### config.mk
export PLATFORM = sky130hd
export DESIGN_NAME = midi_track_event_parser_core
export DESIGN_NICKNAME = d
export VERILOG_FILES = /design/src/mtep_pkg.sv /design/src/midi_track_event_parser_core.sv
export SDC_FILE = /design/constraint.sdc
export NUM_CORES = 1
export LEC_CHECK = 0
export CAP_MARGIN = 25
export CORE_ASPECT_RATIO = 0.8
export CORE_MARGIN = 2
export CORE_UTILIZATION = 50
export CTS_CLUSTER_DIAMETER = 30
export DETAILED_ROUTE_END_ITERATION = 8
export DONT_BUFFER_PORTS = 1
export PLACE_DENSITY = 0.66
export SKIP_CTS_REPAIR_TIMING = 1
export SLEW_MARGIN = 10
export SYNTH_ARGS = -nofsm -noshare
export SYNTH_HDL_FRONTEND = slang
export SYNTH_SLANG_ARGS = --single-unit
### constraint.sdc
create_clock -name clk -period 16.4 [get_ports clk]
set_clock_uncertainty 0.2 [all_clocks]
set_input_delay 3.28 -clock clk [delete_from_list [all_inputs] [get_ports clk]]
set_output_delay 3.28 -clock clk [all_outputs]
set_load 0.1 [all_outputs]
### src/mtep_pkg.sv
// shared types and constants for the track event parser
`timescale 1ns / 1ps
package mtep_pkg;

    localparam int MAX_LENGTH_BYTES = 4;
    localparam int LEN_CNT_W = 3;

    typedef enum logic [2:0] {
        KIND_CHANNEL   = 3'd0,
        KIND_FIXED     = 3'd1,
        KIND_META_HDR  = 3'd2,
        KIND_SYSEX     = 3'd3,
        KIND_DIV_SYSEX = 3'd4,
        KIND_PAYLOAD   = 3'd5,
        KIND_ERROR     = 3'd6
    } kind_t;

    typedef enum logic [2:0] {
        ERR_NONE       = 3'd0,
        ERR_UNKNOWN    = 3'd1,
        ERR_META_LEN   = 3'd2,
        ERR_NO_RUNNING = 3'd3,
        ERR_OVERLONG   = 3'd4
    } err_t;

    localparam logic [7:0] META_SEQ     = 8'h00;
    localparam logic [7:0] META_CHAN    = 8'h20;
    localparam logic [7:0] META_EOT     = 8'h2F;
    localparam logic [7:0] META_TEMPO   = 8'h51;
    localparam logic [7:0] META_SMPTE   = 8'h54;
    localparam logic [7:0] META_TIMESIG = 8'h58;
    localparam logic [7:0] META_KEYSIG  = 8'h59;

    // result item; the first field listed sits highest in tdata, kind lowest
    typedef struct packed {
        logic [2:0]  error_code;
        logic        last_of_event;
        logic [27:0] wide_value;
        logic [7:0]  field_e;
        logic [7:0]  field_d;
        logic [7:0]  field_c;
        logic [7:0]  field_b;
        logic [7:0]  field_a;
        logic [7:0]  meta_kind;
        logic [7:0]  status_byte;
        logic [27:0] delta_ticks;
        logic [2:0]  kind;
    } result_t;

    // fixed meta length, valid flag clear for variable-length subtypes
    function automatic logic [3:0] fixed_len(input logic [7:0] meta);
        logic [3:0] r;
        r = 4'd0;
        case (meta)
            META_SEQ:     r = 4'b1010;
            META_CHAN:    r = 4'b1001;
            META_EOT:     r = 4'b1000;
            META_TEMPO:   r = 4'b1011;
            META_SMPTE:   r = 4'b1101;
            META_TIMESIG: r = 4'b1100;
            META_KEYSIG:  r = 4'b1010;
            default:      r = 4'b0000;
        endcase
        return r;
    endfunction

    function automatic logic [27:0] smpte_rate(input logic [1:0] code);
        logic [27:0] r;
        r = 28'd24;
        case (code)
            2'd0:    r = 28'd24;
            2'd1:    r = 28'd25;
            2'd2:    r = 28'd29;
            default: r = 28'd30;
        endcase
        return r;
    endfunction

endpackage

### src/midi_track_event_parser_core.sv
// top level of the standard midi file track event parser
//
// s_axis carries one track-chunk body byte per request: tdata = data_byte,
// tuser = track_start (set on the first byte of a track). m_axis carries at
// most one result per input byte. The parse state advances one byte per
// cycle while s_axis_tready is high, through a small phase register; all
// work for a byte sits between the input handshake and the output
// register, so a result appears in the cycle after the byte that caused it.
// Sustained throughput is one byte per cycle as long as m_axis_tready is
// high. s_axis_tready falls only when the output register holds a result
// the receiver has not taken; then input waits and nothing is lost.
// Errors give an error result and the block drops bytes silently until a
// byte with track_start set arrives. Reset clears the parse phase, running
// status, halt flag and the output valid; no clearing pass is needed.
// tdata of m_axis: kind, delta_ticks, status_byte, meta_kind, field_a..e,
// wide_value, last_of_event, error_code, from the lowest bit up, padded
// with zeros to 120 bits.
`timescale 1ns / 1ps
module midi_track_event_parser_core
    import mtep_pkg::*;
(
    input  logic         clk,
    input  logic         rst_n,
    input  logic         s_axis_tvalid,
    output logic         s_axis_tready,
    input  logic [7:0]   s_axis_tdata,   // data_byte
    input  logic         s_axis_tuser,   // track_start
    output logic         m_axis_tvalid,
    input  logic         m_axis_tready,
    output logic [119:0] m_axis_tdata    // kind, delta_ticks, status_byte, meta_kind,
                                         // field_a..field_e, wide_value,
                                         // last_of_event, error_code
);

    typedef enum logic [3:0] {
        PH_DELTA, PH_STATUS, PH_PARAM1, PH_PARAM2, PH_META_TYPE,
        PH_META_LEN, PH_SYSEX_LEN, PH_GATHER, PH_PAYLOAD
    } phase_t;

    phase_t               phase_reg, phase_next;
    logic [7:0]           running_reg, running_next;
    logic [27:0]          delta_reg, delta_next;
    logic [27:0]          len_reg, len_next;
    logic [LEN_CNT_W-1:0] lcnt_reg, lcnt_next;
    logic [7:0]           cur_status_reg, cur_status_next;
    logic [7:0]           cur_meta_reg, cur_meta_next;
    logic [2:0]           fidx_reg, fidx_next;
    logic [7:0]           g_reg [5];
    logic [7:0]           g_next [5];
    logic                 halted_reg, halted_next;
    logic                 out_valid_reg;
    result_t              out_reg;
    result_t              res;
    logic                 emit;

    logic                 accept;
    logic [7:0]           b;
    logic                 ts;
    logic                 vlq_cont;
    logic                 vlq_over;
    logic [27:0]          vlq_base;
    logic [27:0]          vlq_acc;
    logic [3:0]           flen;
    logic [27:0]          len_dec;
    logic [2:0]           fidx_inc;

    assign s_axis_tready = !out_valid_reg || m_axis_tready;
    assign accept = s_axis_tvalid && s_axis_tready;
    assign b = s_axis_tdata;
    assign ts = s_axis_tuser;

    always_comb
    begin
        phase_t    ph;
        logic [LEN_CNT_W-1:0] lc;
        logic [2:0] n;
        ph = ts ? PH_DELTA : phase_reg;
        lc = ts ? '0 : lcnt_reg;

        phase_next = ph;
        running_next = ts ? 8'h00 : running_reg;
        delta_next = delta_reg;
        len_next = len_reg;
        lcnt_next = lc;
        cur_status_next = cur_status_reg;
        cur_meta_next = cur_meta_reg;
        fidx_next = fidx_reg;
        for (int i = 0; i < 5; i++)
        begin
            g_next[i] = g_reg[i];
        end
        halted_next = ts ? 1'b0 : halted_reg;
        emit = 1'b0;
        res = '0;
        flen = fixed_len(cur_meta_reg);
        fidx_inc = fidx_reg + 3'd1;
        len_dec = len_reg - 28'd1;
        n = 3'd0;

        vlq_base = (lc == '0) ? 28'd0 : ((ph == PH_DELTA) ? delta_reg : len_reg);
        vlq_acc = {vlq_base[20:0], b[6:0]};
        vlq_cont = b[7];
        vlq_over = b[7] && ({1'b0, lc} + 4'd1 >= 4'(MAX_LENGTH_BYTES));

        if (!halted_next)
        begin
            unique case (ph)
                PH_DELTA:
                begin
                    if (lc == '0)
                    begin
                        cur_status_next = 8'h00;
                        cur_meta_next = 8'h00;
                    end
                    delta_next = vlq_acc;
                    lcnt_next = vlq_cont ? lc + 1'b1 : '0;
                    if (vlq_over)
                        n = ERR_OVERLONG;
                    else if (!vlq_cont)
                        phase_next = PH_STATUS;
                end
                PH_STATUS:
                begin
                    if (b == 8'hFF)
                    begin
                        cur_status_next = b;
                        phase_next = PH_META_TYPE;
                    end
                    else if (b == 8'hF0 || b == 8'hF7)
                    begin
                        cur_status_next = b;
                        lcnt_next = '0;
                        phase_next = PH_SYSEX_LEN;
                    end
                    else if (b[7:4] == 4'hF)
                    begin
                        cur_status_next = b;
                        n = ERR_UNKNOWN;
                    end
                    else if (b[7])
                    begin
                        cur_status_next = b;
                        running_next = b;
                        phase_next = PH_PARAM1;
                    end
                    else if (running_next == 8'h00)
                        n = ERR_NO_RUNNING;
                    else
                    begin
                        cur_status_next = running_next;
                        g_next[0] = b;
                        if (running_next[7:4] == 4'hC || running_next[7:4] == 4'hD)
                        begin
                            phase_next = PH_DELTA;
                            emit = 1'b1;
                            res.field_a = b;
                            res.field_b = 8'hFF;
                        end
                        else
                            phase_next = PH_PARAM2;
                    end
                end
                PH_PARAM1:
                begin
                    g_next[0] = b;
                    if (cur_status_reg[7:4] == 4'hC || cur_status_reg[7:4] == 4'hD)
                    begin
                        phase_next = PH_DELTA;
                        emit = 1'b1;
                        res.field_a = b;
                        res.field_b = 8'hFF;
                    end
                    else
                        phase_next = PH_PARAM2;
                end
                PH_PARAM2:
                begin
                    phase_next = PH_DELTA;
                    emit = 1'b1;
                    res.field_a = g_reg[0];
                    res.field_b = b;
                end
                PH_META_TYPE:
                begin
                    cur_meta_next = b;
                    lcnt_next = '0;
                    phase_next = PH_META_LEN;
                end
                PH_META_LEN, PH_SYSEX_LEN:
                begin
                    len_next = vlq_acc;
                    lcnt_next = vlq_cont ? lc + 1'b1 : '0;
                    if (vlq_over)
                        n = ERR_OVERLONG;
                    else if (!vlq_cont)
                    begin
                        if (ph == PH_META_LEN && flen[3])
                        begin
                            if (vlq_acc != {25'd0, flen[2:0]})
                                n = ERR_META_LEN;
                            else if (flen[2:0] == 3'd0)
                            begin
                                phase_next = PH_DELTA;
                                emit = 1'b1;
                                res.kind = KIND_FIXED;
                            end
                            else
                            begin
                                fidx_next = 3'd0;
                                phase_next = PH_GATHER;
                            end
                        end
                        else
                        begin
                            phase_next = (vlq_acc != 28'd0) ? PH_PAYLOAD : PH_DELTA;
                            emit = 1'b1;
                            res.kind = (ph == PH_META_LEN) ? KIND_META_HDR :
                                       (cur_status_reg == 8'hF0) ? KIND_SYSEX :
                                       KIND_DIV_SYSEX;
                            res.wide_value = vlq_acc;
                            res.last_of_event = (vlq_acc == 28'd0);
                        end
                    end
                end
                PH_GATHER:
                begin
                    for (int i = 0; i < 5; i++)
                    begin
                        if (fidx_reg == 3'(i))
                            g_next[i] = b;
                    end
                    fidx_next = fidx_inc;
                    if (!flen[3] || fidx_inc >= flen[2:0])
                    begin
                        phase_next = PH_DELTA;
                        emit = 1'b1;
                        res.kind = KIND_FIXED;
                        unique case (cur_meta_reg)
                            META_SEQ:
                                res.wide_value = {12'd0, g_next[0], g_next[1]};
                            META_CHAN:
                                res.field_a = g_next[0];
                            META_TEMPO:
                                res.wide_value = {4'd0, g_next[0], g_next[1], g_next[2]};
                            META_SMPTE:
                            begin
                                res.field_a = {3'd0, g_next[0][4:0]};
                                res.field_b = g_next[1];
                                res.field_c = g_next[2];
                                res.field_d = g_next[3];
                                res.field_e = g_next[4];
                                res.wide_value = smpte_rate(g_next[0][6:5]);
                            end
                            META_TIMESIG:
                            begin
                                res.field_a = g_next[0];
                                res.field_b = g_next[1];
                                res.field_c = g_next[2];
                                res.field_d = g_next[3];
                            end
                            META_KEYSIG:
                            begin
                                res.field_a = g_next[0];
                                res.field_b = g_next[1];
                            end
                            default:
                                res.wide_value = 28'd0;
                        endcase
                    end
                end
                PH_PAYLOAD:
                begin
                    len_next = len_dec;
                    if (len_dec == 28'd0)
                        phase_next = PH_DELTA;
                    emit = 1'b1;
                    res.kind = KIND_PAYLOAD;
                    res.field_a = b;
                    res.last_of_event = (len_dec == 28'd0);
                end
                default:
                begin
                    phase_next = PH_DELTA;
                    lcnt_next = '0;
                end
            endcase
            if (n != ERR_NONE)
            begin
                halted_next = 1'b1;
                phase_next = PH_DELTA;
                lcnt_next = '0;
                emit = 1'b1;
                res = '0;
                res.kind = KIND_ERROR;
                res.error_code = n;
            end
            if (res.kind != KIND_ERROR && res.kind != KIND_CHANNEL)
                res.last_of_event = res.last_of_event || res.kind == KIND_FIXED;
            if (res.kind == KIND_CHANNEL || res.kind == KIND_ERROR)
                res.last_of_event = 1'b1;
            res.delta_ticks = delta_next;
            res.status_byte = cur_status_next;
            res.meta_kind = cur_meta_next;
        end
    end

    always_ff @(posedge clk or negedge rst_n)
    begin
        if (!rst_n)
        begin
            phase_reg <= PH_DELTA;
            running_reg <= 8'h00;
            delta_reg <= '0;
            len_reg <= '0;
            lcnt_reg <= '0;
            cur_status_reg <= 8'h00;
            cur_meta_reg <= 8'h00;
            fidx_reg <= '0;
            for (int i = 0; i < 5; i++)
            begin
                g_reg[i] <= 8'h00;
            end
            halted_reg <= 1'b0;
            out_valid_reg <= 1'b0;
        end
        else
        begin
            if (accept)
            begin
                phase_reg <= phase_next;
                running_reg <= running_next;
                delta_reg <= delta_next;
                len_reg <= len_next;
                lcnt_reg <= lcnt_next;
                cur_status_reg <= cur_status_next;
                cur_meta_reg <= cur_meta_next;
                fidx_reg <= fidx_next;
                for (int i = 0; i < 5; i++)
                begin
                    g_reg[i] <= g_next[i];
                end
                halted_reg <= halted_next;
            end
            if (accept)
                out_valid_reg <= emit && !halted_reg | (emit && ts);
            else if (m_axis_tready)
                out_valid_reg <= 1'b0;
        end
    end

    always_ff @(posedge clk)
    begin
        if (accept && emit)
            out_reg <= res;
    end

    assign m_axis_tvalid = out_valid_reg;
    assign m_axis_tdata = {1'b0, out_reg};

endmodule

# == After elaboration in Yosys (flattened, before gate mapping) ==
# Index checks and enable logic that the tools add are counted.
# word_totals
word_cells,261
in_bits,13
output_inout_bits,122
ff_bits,251
# classes
eq_ne,43
order_cmp,2
bitwise_logic,2
add_sub_neg,4
muxes,136
n_reduce_logical,47
# op_table
cell,count
two-way mux 119 bit,2
two-way mux 8 bit,28
two-way mux 16 bit,8
case mux 28 bit (2 select lines),2
two-way mux 29 bit,3
case mux 28 bit (3 select lines),1
two-way mux 4 bit,17
two-way mux 68 bit,1
two-way mux 3 bit,20
zero test 28 bit,2
case mux 8 bit (2 select lines),3
two-way mux 21 bit,2
case mux 8 bit (5 select lines),1
case mux 3 bit (3 select lines),4
equality test 8 x 7 -> 1 bit (second input constant),4
equality test 8 bit (second input constant),4
case mux 8 bit (4 select lines),1
two-way mux 28 bit,1
!= test 28 x 3 -> 1 bit,1
case mux 4 bit (7 select lines),1
nonzero test 28 bit,1
subtractor 28 x 1 -> 28 bit (second input constant),1
two-way mux 1 bit,25
equality test 4 bit (second input constant),6
other kinds (39),95

# == Depth between registers and ports, before layout ==
# Gate-level depths: netlist (run 1).
# depth
ltp_word,18
depth_mapped,13
mapped_depth_nobuf,11

# == Least setup slack after synthesis (run 1) ==
# No wires, ideal clock.
# synth_path
path_kind,input -> register
from,input port s_axis_tuser
to,register out_reg (netlist bit m_axis_tdata[0]) (enable)
stages,10
setup_time_ps,668
required_time_ps,15532
arrival_ps,11127
n_path_buf,2
path_slack_ps,4405
cell_sequence,buf_1 -> inv_1 -> nand2_1 -> ha_1 -> and2_1 -> clkbuf_1 -> nand2_1 -> a2111oi_4 -> nand3_1 -> a31oi_1
# synth_via
elab_chain_cells,15
word_cells_on_any_way,53
classes_between,add/sub: 1; order compare: 1; eq/ne: 10; mux: 31; reduce/logical: 10
# synth_rtl
element,line_no,text
"start, declared",midi_track_event_parser_core.sv:27,"input logic s_axis_tuser,"
two-way mux 4 bit,midi_track_event_parser_core.sv:77,ph = ts ? PH_DELTA : phase_reg;
zero test 4 bit,"midi_track_event_parser_core.sv:100, midi_track_event_parser_core.sv:107",
two-way mux 21 bit (2 in a row),midi_track_event_parser_core.sv:100,vlq_base = (lc == '0) ? 28'd0 : ((ph == PH_DELTA) ? delta_reg : len_reg);
!= test 28 x 3 -> 1 bit,midi_track_event_parser_core.sv:199,"if (vlq_acc != {25'd0, flen[2:0]})"
two-way mux 2 bit,midi_track_event_parser_core.sv:199,
two-way mux 2 bit,midi_track_event_parser_core.sv:197,if (ph == PH_META_LEN && flen[3])
two-way mux 2 bit,midi_track_event_parser_core.sv:195,else if (!vlq_cont)
two-way mux 3 bit,midi_track_event_parser_core.sv:193,if (vlq_over)
case mux 3 bit (3 select lines),midi_track_event_parser_core.sv:107,unique case (ph)
two-way mux 3 bit,midi_track_event_parser_core.sv:105,if (!halted_next)
nonzero test 3 bit,midi_track_event_parser_core.sv:287,if (n != ERR_NONE)
two-way mux 1 bit,midi_track_event_parser_core.sv:287,
two-way mux 1 bit *,midi_track_event_parser_core.sv:105,
logical AND 1 bit *,midi_track_event_parser_core.sv:353,if (accept && emit)
"end signal, assigned",midi_track_event_parser_core.sv:354,out_reg <= res;
"end, declared",midi_track_event_parser_core.sv:52,result_t out_reg;
# Mark *: on every way between the ends. The rest lies on a longest branch, timed or not. The select of a mux whose other input is x is not followed.
# A chain may end at the register's enable or synchronous reset.

# == Worst setup path after layout (run 1) ==
# layout_path
from,input port m_axis_tready
to,output port s_axis_tready
# layout_via
elab_chain_cells,1
# layout_rtl
element,line_no,text
"start, declared",midi_track_event_parser_core.sv:29,"input logic m_axis_tready,"
logical OR 1 bit,midi_track_event_parser_core.sv:67,assign s_axis_tready = !out_valid_reg || m_axis_tready;
"end, declared",midi_track_event_parser_core.sv:25,"output logic s_axis_tready,"
# Every way passes these cells.

==> results.md, run 1 <==
- Die area: 28000 µm²
- ANT nets after route: 0
- Initial Utilization: 0.507
- Slowest stage cell, crit path: buf_4
- Core area: roughly 26000 µm²
- Reg-to-Reg End: m_axis_tdata[22]$_SDFFCE_PP0P_
- Row cnt: 53
- Least-Margin Pin Slew: slightly above 1 ns
- P_leak: between 5 and 6 nW
- Placed insts: roughly 1600
- Arrival time at the worst endpoint: ~3.7 ns
- Non-filler cells, final: roughly 1700
- Worst vdd ir: 0.0834 mV
- Sequential area share after synthesis: 0.516
- Clock transition at path regs: about 0.05 ns
- Inserted Clock Buffers: slightly below 50
- Worst hold start: delta_reg[24]$_DFFE_PN0P_
- Clock Sink Count: between 200 and 300
- Worst reg2reg path depth: 8
- Post-synth ARST share: 0.526
- Port bufs: 0
- Crit start category: primary input
- Sum of buffers and inverters on the critical path: 1
- Setup TNS: 0 ns
- Io pins: between 100 and 150
- Crit Path Category: in2out
- Netlist cell types: 79
- Worst min-delay path category: reg2reg
- Reg2Reg Launch Point: cur_meta_reg[3]$_DFFE_PN0P_
- Vias in the first global route: roughly 10000
- Post-Route WL: 37.7 mm
- Ant. Diodes: 0
- Nets: between 1000 and 1500
- Final worst-path cycle share: 0.438
- Final Setup Violations: 0
- Simple-Gate Fraction of Synth Area: 0.186
- Slew Limit Headroom: 0.313
- Largest family of logic cells by synthesized area: simple AND/OR/NAND/NOR gates
- DR iter-0 viols: 1308
- Flops & latches, synth: 251
- Number of synthesized flops with an enable pin: between 100 and 150
- CTS H-tree depth: 2
- Reg-to-reg slack, setup: about 11 ns
- Fraction of layout cells with a size suffix above 1: 0.125
- RSZ-0062 raised after global routing: false
- Fin. Hold Viols: 0
- P&R area growth vs syn: 14.1%
- CTS tree: yes
- Clock buffer depth: 3
- PD cells: about 140 nW/µm²
- Gr ovfl total: 0
- Dpl hpwl: 24.6 mm
- XOR/XNOR share of the synthesized area: 0.00723
- Post-synthesis cell area: 13300 µm²
- Synthesized Nets: ~1400
- Worst Setup End Kind: output port
- DR pass1 iterations: 6
- Yosys Warn Count: 0
- Mean Syn Cell Area: about 9.7 µm²
- Worst path max stage delay: 0.34 ns
- Status: finished clean
- Compound-cell area share of the yosys netlist: 0.174
- Syn Inst Count: roughly 1400
- Fmax: 139 MHz
- Residual DRC: 0
- CP max FO: 5
- Cells along the critical path: nand2b_1, buf_4
- Min cycle time layout: ~7.2 ns
- Hold Path Depth: 2
- Die W: around 190 µm
- Skew-Pair Late Insertion Delay: 0.57 ns
- Max reg flops: 119
- WL/cell: between 20 and 25 µm
- Fin. max-slew vios: 0
- CTS root buf: clkbuf_16
- Vias per inst: 6.31
- Initial antenna violation count: 1
- Global-route wire length before repair: around 59 mm
- Largest net degree at the start of global routing: 133
- DR vias: 10900
- GRT Overall Usage: 0.271
- Multiplexer share of the synthesized area: 0.0639
- Main synth FF type: dfrtp_1
- Max_cap viols: 0
- CP top delay family: buffers and inverters
- DIE HEIGHT: around 150 µm
- Routability-driven placement congestion ratio: 0.930
- Worst hold path endpoint: delta_reg[24]$_DFFE_PN0P_
- Adder-Cell Fraction of Synth Area: 0.0122
- WP data required: approximately 13 ns
power by group:
group / total (mW) / internal, mW / switching, mW / leakage, nW
clock network: 1.05 / 0.679 / 0.375 / 0.862
logic: 0.238 / 0.0788 / 0.159 / 2.23
registers: 0.865 / 0.715 / 0.150 / 2.88
total: 2.16 / 1.47 / 0.684 / 5.97
layout by cell type, fill, tap and decap left out, types with 6 or more instances in the layout:
master / n
o31ai_1: 6
nor2_1: 165
mux2i_1: 40
ha_1: 13
clkinv_2: 6
a2bb2oi_1: 8
nor4_2: 10
a21oi_1: 115
nand3_1: 26
o22ai_1: 24
mux2_2: 40
nand2b_1: 19
nor4_1: 30
inv_6: 9
o21ai_0: 75
xnor2_1: 7
and2_1: 6
a22o_1: 22
nand2_1: 183
a21o_1: 6
nor2b_1: 7
nor3_1: 25
clkbuf_16: 49
buf_4: 13
bufinv_16: 6
inv_1: 16
a22oi_1: 39
a31oi_1: 14
edfxtp_1: 119
or3_1: 9
dfrtp_1: 132
kinds of logic (layout without fill, tap and decap cells):
family          Yosys count  after routing
compound gates          362            362
xor+xnor                 11             11
fa+ha+maj                13             13
buf+inv                 134            123
flops                   251            251
mux                      80             80
other cells               1              1
simple gates            524            524
layout make-up:
class                           count  area, µm²
Sequential cell                   251       6880
Clock buffer                       55       1290
Fill cell                        2223      11100
Inverter                           17       63.8
Tap cell                          357        447
Multi-Input combinational cell    991       5960
Clock inverter                     37        467
Timing Repair Buffer               14        105
Yosys cell counts (all sizes together) (13+ instances only):
| cell type | count | area share |
|---|---|---|
| o21ai | 78 | 0.029 |
| a22oi | 39 | 0.022 |
| mux2 | 40 | 0.034 |
| nor4 | 41 | 0.025 |
| inv | 16 | 0.0045 |
| nor3 | 25 | 0.0094 |
| nand2b | 19 | 0.0089 |
| a21oi | 117 | 0.044 |
| clkbuf | 90 | 0.025 |
| a22o | 22 | 0.014 |
| edfxtp | 119 | 0.27 |
| o22ai | 24 | 0.011 |
| nand3 | 26 | 0.0098 |
| a31oi | 15 | 0.0070 |
| dfrtp | 132 | 0.25 |
| nor2 | 166 | 0.047 |
| ha | 13 | 0.012 |
| mux2i | 40 | 0.030 |
| buf | 27 | 0.010 |
| nand2 | 183 | 0.052 |
routing by layer:
metal / wire (µm) / up-vias / global-route usage
met5: 0 / - / 0
met4: 807 / 0 / 0.0817
met3: 3390 / 68 / 0.0537
met2: 16100 / 565 / 0.389
met1: 17500 / 5286 / 0.412
li1: - / 4944 / -
metrics by stage:
step | worst slack, ns | power, mW | instance area (µm²) | hold WS (ns) | utilization
2_1_floorplan | 4.41 | 1.05 | 13300 | 0.250 | -
3_3_place_gp | 8.80 | 1.10 | 13400 | 0.262 | 0.512
3_5_place_dp | 8.69 | 1.11 | 13400 | 0.272 | 0.512
4_1_cts | 9.22 | 2.16 | 15200 | 0.283 | 0.579
5_1_grt | 9.02 | 2.23 | 15200 | 0.309 | 0.579
6_report | 9.22 | 2.16 | 15200 | 0.280 | 0.579
worst max path at each step:
| stage | startpoint | to | depth (start not counted) |
|---|---|---|---|
| 4_1_cts | m_axis_tready | s_axis_tready | 2 |
| 3_5_place_dp | s_axis_tuser | m_axis_tdata[22]$_SDFFCE_PP0P_ | 9 |
| 6_report | m_axis_tready | s_axis_tready | 2 |
| 5_1_grt | s_axis_tuser | m_axis_tdata[22]$_SDFFCE_PP0P_ | 9 |
| 2_1_floorplan | s_axis_tuser | m_axis_tdata[0]$_SDFFCE_PP0P_ | 10 |
| 3_3_place_gp | s_axis_tuser | m_axis_tdata[18]$_SDFFCE_PP0P_ | 9 |
Note: power is estimated with default switching activity, not from simulation.
==> run 2: changes to the inputs <==
--- a/config.mk
+++ b/config.mk
@@ -12,7 +12,7 @@
 export CTS_CLUSTER_DIAMETER = 30
 export DETAILED_ROUTE_END_ITERATION = 8
 export DONT_BUFFER_PORTS = 1
-export PLACE_DENSITY = 0.66
+export PLACE_DENSITY = 0.69
 export SKIP_CTS_REPAIR_TIMING = 1
 export SLEW_MARGIN = 10
 export SYNTH_ARGS = -nofsm -noshare
==> constraint.sdc (replaced) <==
create_clock -name clk -period 6.3 [get_ports clk]
set_clock_uncertainty 0.2 [all_clocks]
set_input_delay 1.26 -clock clk [delete_from_list [all_inputs] [get_ports clk]]
set_output_delay 1.26 -clock clk [all_outputs]
set_load 0.1 [all_outputs]
==> results.md, run 2 (synthesis gave the netlist of run 1 again) <==
- Final worst-path cycle share: 0.683
- Residual DRC: 0
- Die W: approximately 190 µm
- Largest net degree at the start of global routing: between 100 and 150
- Least-Margin Pin Slew: roughly 1.0 ns
- Placed cell areas: between 10000 and 15000 µm²
- Worst min-delay path category: in2async
- DR pass1 iterations: 6
- Sw Share: 0.308
- CTS tree: yes
- Port bufs: 0
- DR iter-0 viols: 1300
- Gr ovfl total: 0
- ANT nets after route: 0
- GRT Overall Usage: 0.264
- Global-route wire length before repair: a little under 60 mm
- Combinational share of power: 0.117
- Worst vdd ir: 0.230 mV
- Initial Utilization: 0.507
- P_leak: around 6 nW
- P_sw: ~1.7 mW
- Most common cell after layout, fill and taps aside: nand2_1
- Fin. max-slew vios: 0
- Post-Route WL: 37.2 mm
- DIE HEIGHT: around 150 µm
- Clock buffer depth: 3
- Setup TNS: 0 ns
- Die area: 28000 µm²
- Routability-driven placement congestion ratio: about 1
- Skew-Pair Late Insertion Delay: 0.53 ns
- CP max FO: 52
- Worst Setup End Kind: flop
- Internal power: between 3 and 4 mW
- Seq pwr share: 0.412
- CTS root buf: clkbuf_16
- Commonest non-fill, non-tap cells in the layout: nand2_1, nor2_1, dfrtp_1
- Clock transition at path regs: 0.06 ns
- P&R area growth vs syn: 13.9%
- Max_cap viols: 0
- Max reg flops: between 100 and 150
- Status: finished clean
- Vias in the first global route: ~9900
- Fin. Hold Viols: 0
- Slew Limit Headroom: 0.309
- Io pins: about 140
- Fmax: 233 MHz
- DR vias: around 11000
- Placed insts: around 1600
- Arrival time at the worst endpoint: ~4.3 ns
- CTS H-tree depth: 2
- Dpl hpwl: 24.5 mm
- Crit start category: flop
- Nets: 1354
- Final Setup Violations: 0
- Clock Power Share: 0.471
- Initial antenna violation count: 1
- Crit Path Category: reg2reg
- Reg-to-reg slack, setup: roughly 2.0 ns
- Min cycle time layout: approximately 4.3 ns
- Non-filler cells, final: 1722
- Row cnt: between 50 and 60
- Fraction of layout cells with a size suffix above 1: 0.121
- Inserted Clock Buffers: 45
- PD cells: between 300 and 400 nW/µm²
- WP data required: roughly 6.3 ns
- Filler instances: 2188
- RSZ-0062 raised after global routing: false
- Post-route design area: 15200 µm²
- Vias per inst: 6.26
- WL/cell: between 20 and 25 µm
- Clock Sink Count: 251
- Core area: 26300 µm²
==> run 2: area by class of cell <==
class | count | area, µm² | area share
Antenna cell | 1 | 2.50 | 0.000165
Sequential cell | 251 | 6880 | 0.453
Inverter | 17 | 63.8 | 0.00421
Clock inverter | 33 | 447 | 0.0294
Timing Repair Buffer | 22 | 210 | 0.0139
Multi-Input combinational cell | 991 | 5950 | 0.392
Clock buffer | 50 | 1180 | 0.0775
Tap cell | 357 | 447 | 0.0294
==> run 2: path summary, 6_finish.rpt <==
path / cells past startpoint / from / endpoint
setup / recovery: 8 / cur_meta_reg[5]$_DFFE_PN0P_ / m_axis_tdata[6]$_SDFFCE_PP0P_
hold / removal: 0 / rst_n / m_axis_tvalid$_DFFE_PN0P_
hold reg to reg: 2 / g_reg[30]$_DFFE_PN0P_ / g_reg[30]$_DFFE_PN0P_
min in group clk: 2 / g_reg[30]$_DFFE_PN0P_ / g_reg[30]$_DFFE_PN0P_
max in group asynchronous: 0 / rst_n / delta_reg[0]$_DFFE_PN0P_
setup reg to reg: 8 / cur_meta_reg[5]$_DFFE_PN0P_ / m_axis_tdata[6]$_SDFFCE_PP0P_
==> run 2: critical path: stages, from the launching register on <==
cell and delay (ns):
dfrtp_1 0.45, and4bb_2 0.42, or4b_1 0.85, xnor2_1 0.45, a2111oi_4 0.05, buf_4 0.19
o21a_1 0.33, a31oi_4 0.64, buf_12 0.34
==> run 2: per-layer routing <==
metal,track usage,part of all wire,vias to the layer above
li1,-,-,4955
met1,0.391,0.45,5145
met2,0.381,0.42,601
met3,0.0685,0.10,87
met4,0.0770,0.024,0
met5,0,0,-
==> run 2: metrics by stage <==
stage / util / setup WS (ns) / hold WS [ns] / total power [mW]
after CTS: 0.577 / 2.04 / 0.220 / 5.47
after global routing: 0.578 / 1.82 / 0.223 / 5.64
final: 0.578 / 2.00 / 0.242 / 5.46
after floorplan: - / 0.338 / 0.250 / 2.73
after global placement: 0.515 / 1.66 / 0.262 / 2.88
after detailed placement: 0.516 / 1.71 / 0.272 / 2.89
==> run 2: power groups by stage <==
stage	registers (mW)	clock network [mW]	logic, mW
final	2.25	2.57	0.638
after global routing	2.26	2.68	0.701
after global placement	2.27	0	0.608
after detailed placement	2.27	0	0.623
after floorplan	2.22	0	0.514
after CTS	2.24	2.60	0.626
